$ cat src/assert_macros.svh
// ----------------------------------------------------------------------------
// assert_macros.svh
// concurrent assertion macros for the rtl
// ----------------------------------------------------------------------------
`ifndef ASSERT_MACROS_SVH
`define ASSERT_MACROS_SVH

`ifndef ASSERT_OFF

`define B2Y_ASSERT(label, clk, rst_n, prop, msg) \
    label: assert property (@(posedge clk) disable iff (!rst_n) (prop)) else $error(msg);

`define B2Y_ASSERT_NEVER(label, clk, rst_n, cond, msg) \
    label: assert property (@(posedge clk) disable iff (!rst_n) !(cond)) else $error(msg);

`else

`define B2Y_ASSERT(label, clk, rst_n, prop, msg)

`define B2Y_ASSERT_NEVER(label, clk, rst_n, cond, msg)

`endif

`endif

$ cat src/b2y_ram.sv
// ----------------------------------------------------------------------------
// b2y_ram
// generic simple dual-port ram, one write port and one registered read port
// ----------------------------------------------------------------------------
module b2y_ram #(
    parameter int WIDTH = 8,
    parameter int DEPTH = 16
) (
    input  logic                     clk,
    input  logic                     wr_en,
    input  logic [$clog2(DEPTH)-1:0] wr_addr,
    input  logic [WIDTH-1:0]         wr_data,
    input  logic                     rd_en,
    input  logic [$clog2(DEPTH)-1:0] rd_addr,
    output logic [WIDTH-1:0]         rd_data
);

    logic [WIDTH-1:0] mem_reg [DEPTH];
    logic [WIDTH-1:0] rd_data_reg;

    always_ff @(posedge clk)
    begin
        if (wr_en)
        begin
            mem_reg[wr_addr] <= wr_data;
        end
        if (rd_en)
        begin
            rd_data_reg <= mem_reg[rd_addr];
        end
    end

    assign rd_data = rd_data_reg;

endmodule

$ cat config.mk
export PLATFORM = sky130hd
export DESIGN_NAME = b2y_ram
export DESIGN_NICKNAME = d
export VERILOG_FILES = /design/src/assert_macros.svh /design/src/b2y_ram.sv
export SDC_FILE = /design/constraint.sdc
export NUM_CORES = 1
export LEC_CHECK = 0
export BUFFER_PORTS_ARGS = -buffer_cell sky130_fd_sc_hd__buf_2
export CAP_MARGIN = 0
export CORE_UTILIZATION = 40
export CTS_BUF_LIST = sky130_fd_sc_hd__clkbuf_4
export DETAILED_ROUTE_END_ITERATION = 10
export SLEW_MARGIN = 20
export SYNTH_ARGS = -nofsm -noshare
export SYNTH_HDL_FRONTEND = slang
export SYNTH_SLANG_ARGS = --single-unit
$ cat constraint.sdc
create_clock -name clk -period 2.3 [get_ports clk]
set_clock_uncertainty 0.15 [all_clocks]
set_input_delay 0.23 -clock clk [delete_from_list [all_inputs] [get_ports clk]]
set_output_delay 0.23 -clock clk [all_outputs]
set_load 0.005 [all_outputs]
==> metrics.md, run 1 <==
| Metric | Value |
|---|---|
| Worst reg2reg path startpoint | mem_reg[9][4]$_DFFE_PP_ |
| Num CTS Buffers | 17 |
| Horiz. Die Dim | 116 microns |
| Layout cells sized above 1 | 0.314 |
| 1st-pass router iterations | 4 |
| WL final | 9970 microns |
| Worst slew margin | 0.720 |
| H-Tree Depth | 4 |
| WL/cell | a little over 20 microns |
| P_leak | a little over 2 nW |
| Largest register FFs | 128 |
| Setup Buffers After CTS | 0 |
| Detailed Route Iter0 Violations | between 150 and 200 |
| CP Max Fanout | 1 |
| Yosys top cell by area | edfxtp_1 |
| Worst min path class | primary input to register |
| IO Count | 27 |
| Element type at the critical path start | register |
| CTS tree | yes |
| Gr usage total | 0.170 |
| NumNets Final | 315 |
| Storage cell area | a little over 0.004 sq mm |
| Commonest non-fill, non-tap cell in the layout | edfxtp_1 |
| CTS max path bufs | 2 |
| First-pass GRT wire length | between 15000 and 20000 microns |
| Total grt overflow | 0 |
| Worst EP arrival | 1.79 ns |
| # fillers | 1062 |
| Number of setup violations in the final report | 0 |
| Crit Path Category | register to register |
| Status | completed |
| Residual DRC count | 0 |
| Unique masters post-synth | 18 |
| Port bufs | 26 |
| Antenna violations before repair | 1 |
| Clk slew on worst S/H paths | about 0.12 ns |
| Overall die height | between 100 and 150 microns |
| Slew Limit Fails | 0 |
| Vias/cell | 5.15 |
| Finished Core Util | 0.478 |
| Initial core utilization | 0.413 |
| Post-Syn Area | 0.00523 sq mm |
| Final-report hold violation count | 0 |
| Worst-Margin Slew | 0.420 ns |
| Post-Synthesis Cells | 229 |
| Syn_nets | 248 |
| Worst-skew pair later-pin latency | approximately 0.53 ns |
| R2R depth | 3 |
| Rows | 41 |
| Final worst-path cycle share | 0.719 |
| Setup TNS | 0 ns |
| Warnings, synthesis | 0 |
| # clock sinks | 136 |
| Slowest stage delay, CP | 0.53 ns |
| Max Clk Rate | 0.605 GHz |
| Number of max-cap violations | 0 |
| Core box area | between 0.01 and 0.015 sq mm |
| Minimum clock period | 1.65 ns |
| Clk root buf | clkbuf_4 |
| Peak supply drop | about 0.00038 V |
| Die area | about 0.014 sq mm |
| Register area share after synthesis | 0.781 |
| Multi-input logic area | around 0.0011 sq mm |
| Top post-synthesis cells by area | edfxtp_1 (78%), mux4_2 (7.8%), mux4_1 (7.0%) |
| Worst R2R End | rd_data[4]$_DFFE_PP_ |
| Hold path depth | 3 |
| Post-route ant nets | 0 |
| Area delta synth->final | 15.8% |
| Post-synth top area share | 0.781 |
| Largest net degree at the start of global routing | 29 |
| Cell Chain, Critical Path | mux4_1 > a22oi_1 > nand2_1 |
| Pwr Density | 760 mW/mm^2 |
| Dpl hpwl | 6270 microns |
| Mean post-synth cell area | 22.8 sq um |
| Final RePlAce weighted congestion | 0.725 |
| Slowest stage cell, crit path | mux4_1 |
| Crit. End Element | register |
| CP required | 2.43 ns |
| Hold path start | wr_addr[0] |
| R2r setup slk | ~0.65 ns |
| Hold EP | mem_reg[4][5]$_DFFE_PP_ |
| Vias | 2480 |
| FF+latch count, synth | around 140 |
| Unrepaired setup endpoints after global routing | no |
| Vias in the first global route | around 2600 |
| Most frequent cells in the layout | edfxtp_1 (136), buf_2 (26), buf_4 (21) |
-- how the worst max path moves through the flow --
stage          slack, ns                       to                     start  depth (start not counted)
2_1_floorplan       0.43  mem_reg[0][0]$_DFFE_PP_                wr_addr[2]                          2
3_3_place_gp        0.32     rd_data[4]$_DFFE_PP_                rd_addr[0]                          5
3_5_place_dp        0.31     rd_data[4]$_DFFE_PP_                rd_addr[0]                          5
4_1_cts             0.60     rd_data[4]$_DFFE_PP_   mem_reg[9][4]$_DFFE_PP_                          3
5_1_grt             0.54     rd_data[4]$_DFFE_PP_  mem_reg[10][4]$_DFFE_PP_                          3
6_report            0.65     rd_data[4]$_DFFE_PP_   mem_reg[9][4]$_DFFE_PP_                          3
-- layer usage --
metal / track usage / vias up / routed length (microns) / share of wire
met3: 0.0519 / 16 / 553 / 0.055
met2: 0.257 / 73 / 4870 / 0.49
li1: - / 1123 / - / -
met1: 0.233 / 1268 / 4400 / 0.44
met4: 0.0650 / 0 / 149 / 0.015
met5: 0 / - / 0 / 0
-- worst max-delay path: cells and delay by family, from the launching register on --
family	cells	cell delay (ns)
multiplexers	1	0.53
flip-flops	1	0.37
AO/OA/AOI/OAI	1	0.28
AND/OR/NAND/NOR	1	0.08
-- repair_timing --
action                                 4_1_cts  5_1_grt
gates resized for setup                      0        0
hold buffers                                 9        0
endpoints found under the hold margin      136        0
-- Yosys cell counts --
cell and n:
nor3_1 4, a22oi_1 16, edfxtp_1 136, nor2b_1 1, nand2b_1 2, nand3_1 1, and2_1 1, nand3b_1 2
mux4_1 14, buf_4 1, nor2_1 13, clkdlybuf4s25_2 3, buf_2 3, nand2_1 9, buf_6 3, mux4_2 18
or3b_2 1, and2b_1 1
-- report_power, final --
group	switching, mW	internal [mW]	total (mW)	leakage, nW
clock	0.886	0.645	1.53	0.138
combinational	0.144	0.123	0.267	0.640
sequential	0.0145	2.79	2.80	1.24
-- cell families after synthesis --
family | share of synthesized area
flip-flops | 0.781
AND/OR/NAND/NOR | 0.0314
multiplexers | 0.148
AO/OA/AOI/OAI | 0.0230
buffers and inverters | 0.0165
-- per-stage QoR --
stage | instances | power [mW] | instance area (sq um) | hold slack [ns] | setup slack (ns)
floorplan | 229 | 3.00 | 5230 | 0.179 | 0.427
global placement | 440 | 3.11 | 5680 | 0.458 | 0.315
detailed placement | 440 | 3.12 | 5680 | 0.457 | 0.305
CTS | 481 | 4.65 | 6050 | 0.0514 | 0.599
global route | 482 | 4.77 | 6050 | 0.0775 | 0.536
finish | 482 | 4.60 | 6050 | 0.102 | 0.646
-- layout make-up --
cell class	instances	share of cell area
Timing Repair Buffer	58	0.0690
Clock buffer	17	0.0211
Antenna cell	1	0.000413
Clock inverter	15	0.0248
Tap cell	172	0.0355
Sequential cell	136	0.675
Multi-Input combinational cell	83	0.175
(Power assumes the default switching activity.)
==> run 2: changes to the inputs <==
Clock period 2.3 ns to 1.6 ns, I/O delays scaled along.
==> run 2 against run 1 <==
Net effect: combinational power grew 52%; clock-buffer cell count rose by 3; utilization rose by 0.48 points; die area stayed put; largest cell class unchanged; critical path type unchanged; first-iteration DRC count decreased by 25%; power grew 48%.
==> metrics.md, run 2 (same netlist as run 1, synthesis figures left out) <==
| Metric | Value |
|---|---|
| Uppermost routed layer | met4 |
| 1st-pass router iterations | 4 (unchanged) |
| Core box area | 0.0127 sq mm (unchanged) |
| CTS max path bufs | 2 (unchanged) |
| Vias/cell | 5.15 (about the same) |
| Most frequent cells in the layout | edfxtp_1 (136), mux4_2 (26), buf_2 (26) |
| CTS tree | yes |
| P_leak | 2.02 nW (+0.47%) |
| NumNets Final | 314 (-0.32%) |
| Antenna violations before repair | 1 (unchanged) |
| Clk slew on worst S/H paths | 0.11 ns (about the same) |
| Switching Power | 1.34 mW (+29%) |
| Slowest stage delay, CP | 0.47 ns (-0.06 ns) |
| # clock sinks | 136 (unchanged) |
| Fin area | 0.00612 sq mm (+1.0%) |
| Routed met2 length | 5320 microns (+9.2%) |
| Pre-CTS setup slack | -0.239 ns (-0.544 ns) |
| Hold_ws | 0.0753 ns (-0.0269 ns) |
| Total grt overflow | 0 (unchanged) |
| Number of max-cap violations | 0 (unchanged) |
| WL final | 9950 microns (-0.15%) |
| Peak supply drop | 0.000413 V (+7.7%) |
| CP Max Fanout | 1 (unchanged) |
| Vias in the first global route | 2635 (+3.2%) |
| Post-route ant nets | 0 (unchanged) |
| Vias | 2475 (-0.20%) |
| R2R depth | 3 (unchanged) |
| Max Clk Rate | 0.648 GHz (+7.1%) |
| Crit Path Category | register to register |
| Metal-1 WL | 4210 microns (-4.4%) |
| Final-report hold violation count | 0 (unchanged) |
| Detailed Route Iter0 Violations | 129 (-25%) |
| Residual DRC count | 0 (unchanged) |
| Pwr Density | 1110 mW/mm^2 (+47%) |
| Crit. End Element | register |
| Unrepaired setup endpoints after global routing | yes |
| Minimum clock period | 1.54 ns (-0.110 ns) |
| Cell Chain, Critical Path | mux4_2 > a22oi_1 > nand2_1 |
| Commonest non-fill, non-tap cell in the layout | edfxtp_1 |
| Overall die height | 116 microns (unchanged) |
| Rows | 41 (unchanged) |
| Worst slew margin | 0.371 (-0.349) |
| Comb power frac | 0.060 (+0.002) |
| Initial core utilization | 0.413 (unchanged) |
| Gr usage total | 0.168 (-0.00163) |
| Area delta synth->final | 17.0% |
| Slowest stage cell, crit path | mux4_2 |
| Dpl hpwl | 6670 microns (+6.5%) |
| Setup ws final | 0.0565 ns (-0.590 ns) |
| Slew Limit Fails | 0 (unchanged) |
| Number of setup violations in the final report | 0 (unchanged) |
| Hold path depth | 3 (unchanged) |
| Worst-Margin Slew | 0.942 ns (+0.522 ns) |
| Port bufs | 26 (unchanged) |
| CP required | 1.72 ns (-0.71 ns) |
| First-pass GRT wire length | 15300 microns (-1.4%) |
| Final worst-path cycle share | 0.965 (+0.246) |
| Sw Ratio | 0.197 (-0.0296) |
| WL/cell | 20.7 microns (about the same) |
| Placed Instance Area | 0.00571 sq mm (+0.40%) |
| Die area | 0.0135 sq mm (unchanged) |
| Metal3 WL | 380 microns (-31%) |
| Worst-skew pair later-pin latency | 0.50 ns (-0.03 ns) |
| Element type at the critical path start | register |
| Horiz. Die Dim | 116 microns (unchanged) |
| Flop pwr share | 0.592 (-0.017) |
| IO Count | 27 (unchanged) |
| Int Pwr | 5.46 mW (+54%) |
| Worst min path class | primary input to register |
| Clock network fraction of total power | 0.348 (+0.015) |
| Clk root buf | clkbuf_4 |
| Worst EP arrival | 1.66 ns (-0.13 ns) |
| H-Tree Depth | 4 (unchanged) |
| Status | completed |
| Setup Buffers After CTS | 0 (unchanged) |
| Layout cells sized above 1 | 0.367 (+0.0530) |
| Largest net degree at the start of global routing | 20 (-31%) |
| Num CTS Buffers | 17 (unchanged) |
| # fillers | 1045 (-1.6%) |
| Final RePlAce weighted congestion | 0.699 (-3.6%) |
| Largest register FFs | 128 (unchanged) |
run 2: cell count changes in the layout (fill, tap and decap cells not counted):
cell | previous run | this run
inv_6 | 4 | 0
nor3_2 | 0 | 1
clkinv_2 | 1 | 5
buf_4 | 21 | 18
nor3_1 | 4 | 3
clkbuf_4 | 17 | 20
buf_12 | 2 | 4
a22oi_1 | 16 | 8
mux4_2 | 18 | 26
bufinv_16 | 2 | 4
mux4_1 | 14 | 6
clkinv_4 | 1 | 0
a22oi_2 | 0 | 8
clkinvlp_4 | 4 | 0
run 2: worst paths after layout:
check | from | to | slack, ns
setup reg to reg | mem_reg[3][4]$_DFFE_PP_ | rd_data[4]$_DFFE_PP_ | 0.06
setup / recovery | mem_reg[3][4]$_DFFE_PP_ | rd_data[4]$_DFFE_PP_ | 0.06
hold reg to reg | mem_reg[14][5]$_DFFE_PP_ | rd_data[5]$_DFFE_PP_ | 0.61
hold / removal | wr_addr[0] | mem_reg[0][2]$_DFFE_PP_ | 0.08
run 2: layer usage:
layer	vias up	GRT usage
li1	1106	-
met1	1310	0.205
met2	57	0.286
met3	2	0.0550
met4	0	0.0487
met5	-	0
run 2: through the flow:
stage	total power, mW	cells	utilization	setup TNS (ns)
2_1_floorplan	4.31	229	-	0
3_3_place_gp	4.48	439	0.450	-1.41
3_5_place_dp	4.50	439	0.450	-1.51
4_1_cts	6.86	480	0.482	0
5_1_grt	7.06	481	0.483	-0.00551
6_report	6.81	481	0.483	0
run 2: area by class of cell:
class	count	area, sq um	area share
well taps	172	215	0.0352
multi-input cells	83	1070	0.175
diodes	1	2.50	0.000409
clock inverters	12	156	0.0256
clock buffers	20	150	0.0245
repair buffers	57	435	0.0712
flip-flops and latches	136	4080	0.668
run 2: repair_timing:
action                                 in CTS  in global routing
gates resized for setup                     2                 14
pin swaps                                   0                  2
setup endpoints to repair                   2                  7
gates cloned                                0                  0
endpoints found under the hold margin     136                  0
hold buffers                                9                  0
run 2: critical path: cells and delay by family, from the launching register on:
family,cells,cell delay (ns)
AND/OR/NAND/NOR,1,0.08
flip-flops,1,0.38
AO/OA/AOI/OAI,1,0.24
multiplexers,1,0.47
run 2: power groups by stage:
stage	combinational [mW]	clock (mW)	sequential, mW
final	0.407	2.37	4.03
after global routing	0.449	2.57	4.04
after detailed placement	0.382	0	4.11
after floorplan	0.203	0	4.10
after global placement	0.374	0	4.11
after CTS	0.403	2.42	4.03
==> run 3: changes to the inputs <==
Settings changed: PLACE_DENSITY set to 0.59.
==> run 3 against run 2 <==
Net effect: cell area down 1.6%; register-to-register slack worse by 0.04 ns; largest power group unchanged; critical endpoint is now rd_data[7]$_DFFE_PP_; highest routed layer unchanged; sequential share of layout area grew 1.1 points; non-clock buffer count is 3 higher; sequential cell count is the same; clock power is 29% lower; setup slack got worse by 0.039 ns; critical path type unchanged; critical path depth stayed put.
==> metrics.md, run 3 (same netlist as run 1, synthesis figures left out) <==
| Metric | Value |
|---|---|
| Comb power frac | 0.067 (+0.007) |
| Hold path start | wr_addr[0] |
| R2r setup slk | 0.02 ns (-0.04 ns) |
| Setup TNS | 0 ns (unchanged) |
| Hold path depth | 3 (unchanged) |
| Sw Ratio | 0.213 (+0.0151) |
| Detailed Route Iter0 Violations | 278 (+120%) |
| Element type at the critical path start | register |
| Largest net degree at the start of global routing | 20 (unchanged) |
| Status | completed |
| H-Tree Depth | 4 (unchanged) |
| Setup ws final | 0.0177 ns (-0.0389 ns) |
| Dpl hpwl | 6860 microns (+2.8%) |
| Crit. End Element | register |
| NumNets Final | 317 (+0.96%) |
| Pwr Density | 1020 mW/mm^2 (-8.5%) |
| Worst-skew pair later-pin latency | 0.51 ns (about the same) |
| Clock network fraction of total power | 0.275 (-0.073) |
| Switching Power | 1.30 mW (-3.1%) |
| Crit Path Category | register to register |
| Finished Core Util | 0.475 (-0.00770) |
| CTS tree | yes |
| Antenna violations before repair | 1 (unchanged) |
| WL final | 10500 microns (+5.5%) |
| Pre-CTS setup slack | -0.361 ns (-0.122 ns) |
| Initial core utilization | 0.413 (unchanged) |
| Area delta synth->final | 15.1% |
| Post-route ant nets | 0 (unchanged) |
| Overall die height | 116 microns (unchanged) |
| R2R depth | 3 (unchanged) |
| Worst min path class | primary input to register |
| Minimum clock period | 1.58 ns (+0.0389 ns) |
| Worst-Margin Slew | 0.881 ns (-0.0607 ns) |
| WL/cell | 21.8 microns (+5.5%) |
| Clk slew on worst S/H paths | 0.10 ns (about the same) |
| Layout cells sized above 1 | 0.351 (-0.0162) |
| Max Clk Rate | 0.632 GHz (-2.5%) |
| Number of setup violations in the final report | 0 (unchanged) |
| Port bufs | 26 (unchanged) |
| Final RePlAce weighted congestion | 0.743 (+6.3%) |
| CTS max path bufs | 2 (unchanged) |
| Slew Limit Fails | 0 (unchanged) |
| First-pass GRT wire length | 16000 microns (+5.1%) |
| IO Count | 27 (unchanged) |
| Final-report hold violation count | 0 (unchanged) |
| Unrepaired setup endpoints after global routing | yes |
| Die area | 0.0135 sq mm (unchanged) |
| Hold EP | mem_reg[0][7]$_DFFE_PP_ |
| CP Max Fanout | 1 (unchanged) |
| Vias/cell | 5.19 (+0.81%) |
| Vias in the first global route | 2597 (-1.4%) |
| Worst R2R End | rd_data[7]$_DFFE_PP_ |
| P_leak | 1.99 nW (-1.6%) |
| Final Power | 6.13 mW (-10%) |
| Residual DRC count | 0 (unchanged) |
| Largest register FFs | 128 (unchanged) |
| Worst reg2reg path startpoint | mem_reg[3][7]$_DFFE_PP_ |
| Flop pwr share | 0.658 (+0.066) |
| 1st-pass router iterations | 4 (unchanged) |
| Clk root buf | clkbuf_4 |
| Worst EP arrival | 1.68 ns (+0.02 ns) |
| Most frequent cells in the layout | edfxtp_1 (136), buf_2 (26), mux4_2 (23) |
| Rows | 41 (unchanged) |
| Horiz. Die Dim | 116 microns (unchanged) |
| # clock sinks | 136 (unchanged) |
| Vias | 2495 (+0.81%) |
| Total grt overflow | 0 (unchanged) |
| Gr usage total | 0.177 (+0.00870) |
| Worst slew margin | 0.411 (+0.0405) |
| Worst Setup SP | mem_reg[3][7]$_DFFE_PP_ |
| CP required | 1.70 ns (-0.02 ns) |
| Number of max-cap violations | 0 (unchanged) |
| Int Pwr | 4.82 mW (-12%) |
| Num CTS Buffers | 17 (unchanged) |
| Core box area | 0.0127 sq mm (unchanged) |
| Commonest non-fill, non-tap cell in the layout | edfxtp_1 |
| Final worst-path cycle share | 0.989 (+0.0243) |
| Peak supply drop | 0.000328 V (-20%) |
==> run 3: cell types whose count changed in the layout (fill, tap and decap cells not counted) <==
cell and delta:
buf_4 +4, bufinv_16 -4, mux4_1 +3, mux4_2 -3, a22oi_1 +1, a22oi_2 -1, buf_12 -1, clkbuf_4 +1
clkinv_1 +1, clkinv_2 -1
==> run 3: power by group through the flow <==
stage | clock network (mW) | logic [mW] | registers (mW)
after floorplan | 0 | 0.203 | 4.10
final | 1.68 | 0.412 | 4.03
after detailed placement | 0 | 0.390 | 4.11
after global routing | 1.92 | 0.450 | 4.04
after global placement | 0 | 0.383 | 4.11
after CTS | 1.76 | 0.421 | 4.03
==> run 3: worst max-delay path, cell delays in order (launching register included) <==
cell      delay (ns)
edfxtp_1        0.37
mux4_2          0.50
a22oi_2         0.19
nand2_1         0.12
==> run 3: area by class of cell <==
| class | count | area, sq um |
|---|---|---|
| fillers | 1071 | 6650 |
| flip-flops and latches | 136 | 4080 |
| multi-input cells | 83 | 1080 |
| repair buffers | 60 | 445 |
| well taps | 172 | 215 |
| clock buffers | 21 | 158 |
| clock inverters | 8 | 35.0 |
| diodes | 1 | 2.50 |
==> run 3: metal layers <==
metal,wire length [microns],GRT usage
met5,0,0
met3,737,0.0488
met2,5170,0.276
met1,4470,0.240
met4,119,0.0650
==> run 3: worst max-delay path by stage <==
stage / cells past startpoint / end
floorplan: 5 / rd_data[1]$_DFFE_PP_
global placement: 5 / rd_data[4]$_DFFE_PP_
finish: 3 / rd_data[7]$_DFFE_PP_
global route: 3 / rd_data[7]$_DFFE_PP_
detailed placement: 5 / rd_data[4]$_DFFE_PP_
CTS: 3 / rd_data[7]$_DFFE_PP_
==> run 3: repair_timing <==
item                                   in CTS  in global routing
resized for setup                          10                  2
hold buffers                                9                  0
endpoints found under the hold margin     136                  0
buffers inserted                            0                  0
setup endpoints to repair                   7                  6
pin swaps                                   2                  7
==> run 3: stage by stage <==
stage          area [sq um]  hold slack (ns)  instances
4_1_cts                6020           0.0195        480
2_1_floorplan          5230            0.109        229
5_1_grt                6020           0.0266        481
3_3_place_gp           5720            0.403        442
6_report               6020           0.0708        481
3_5_place_dp           5720            0.413        442
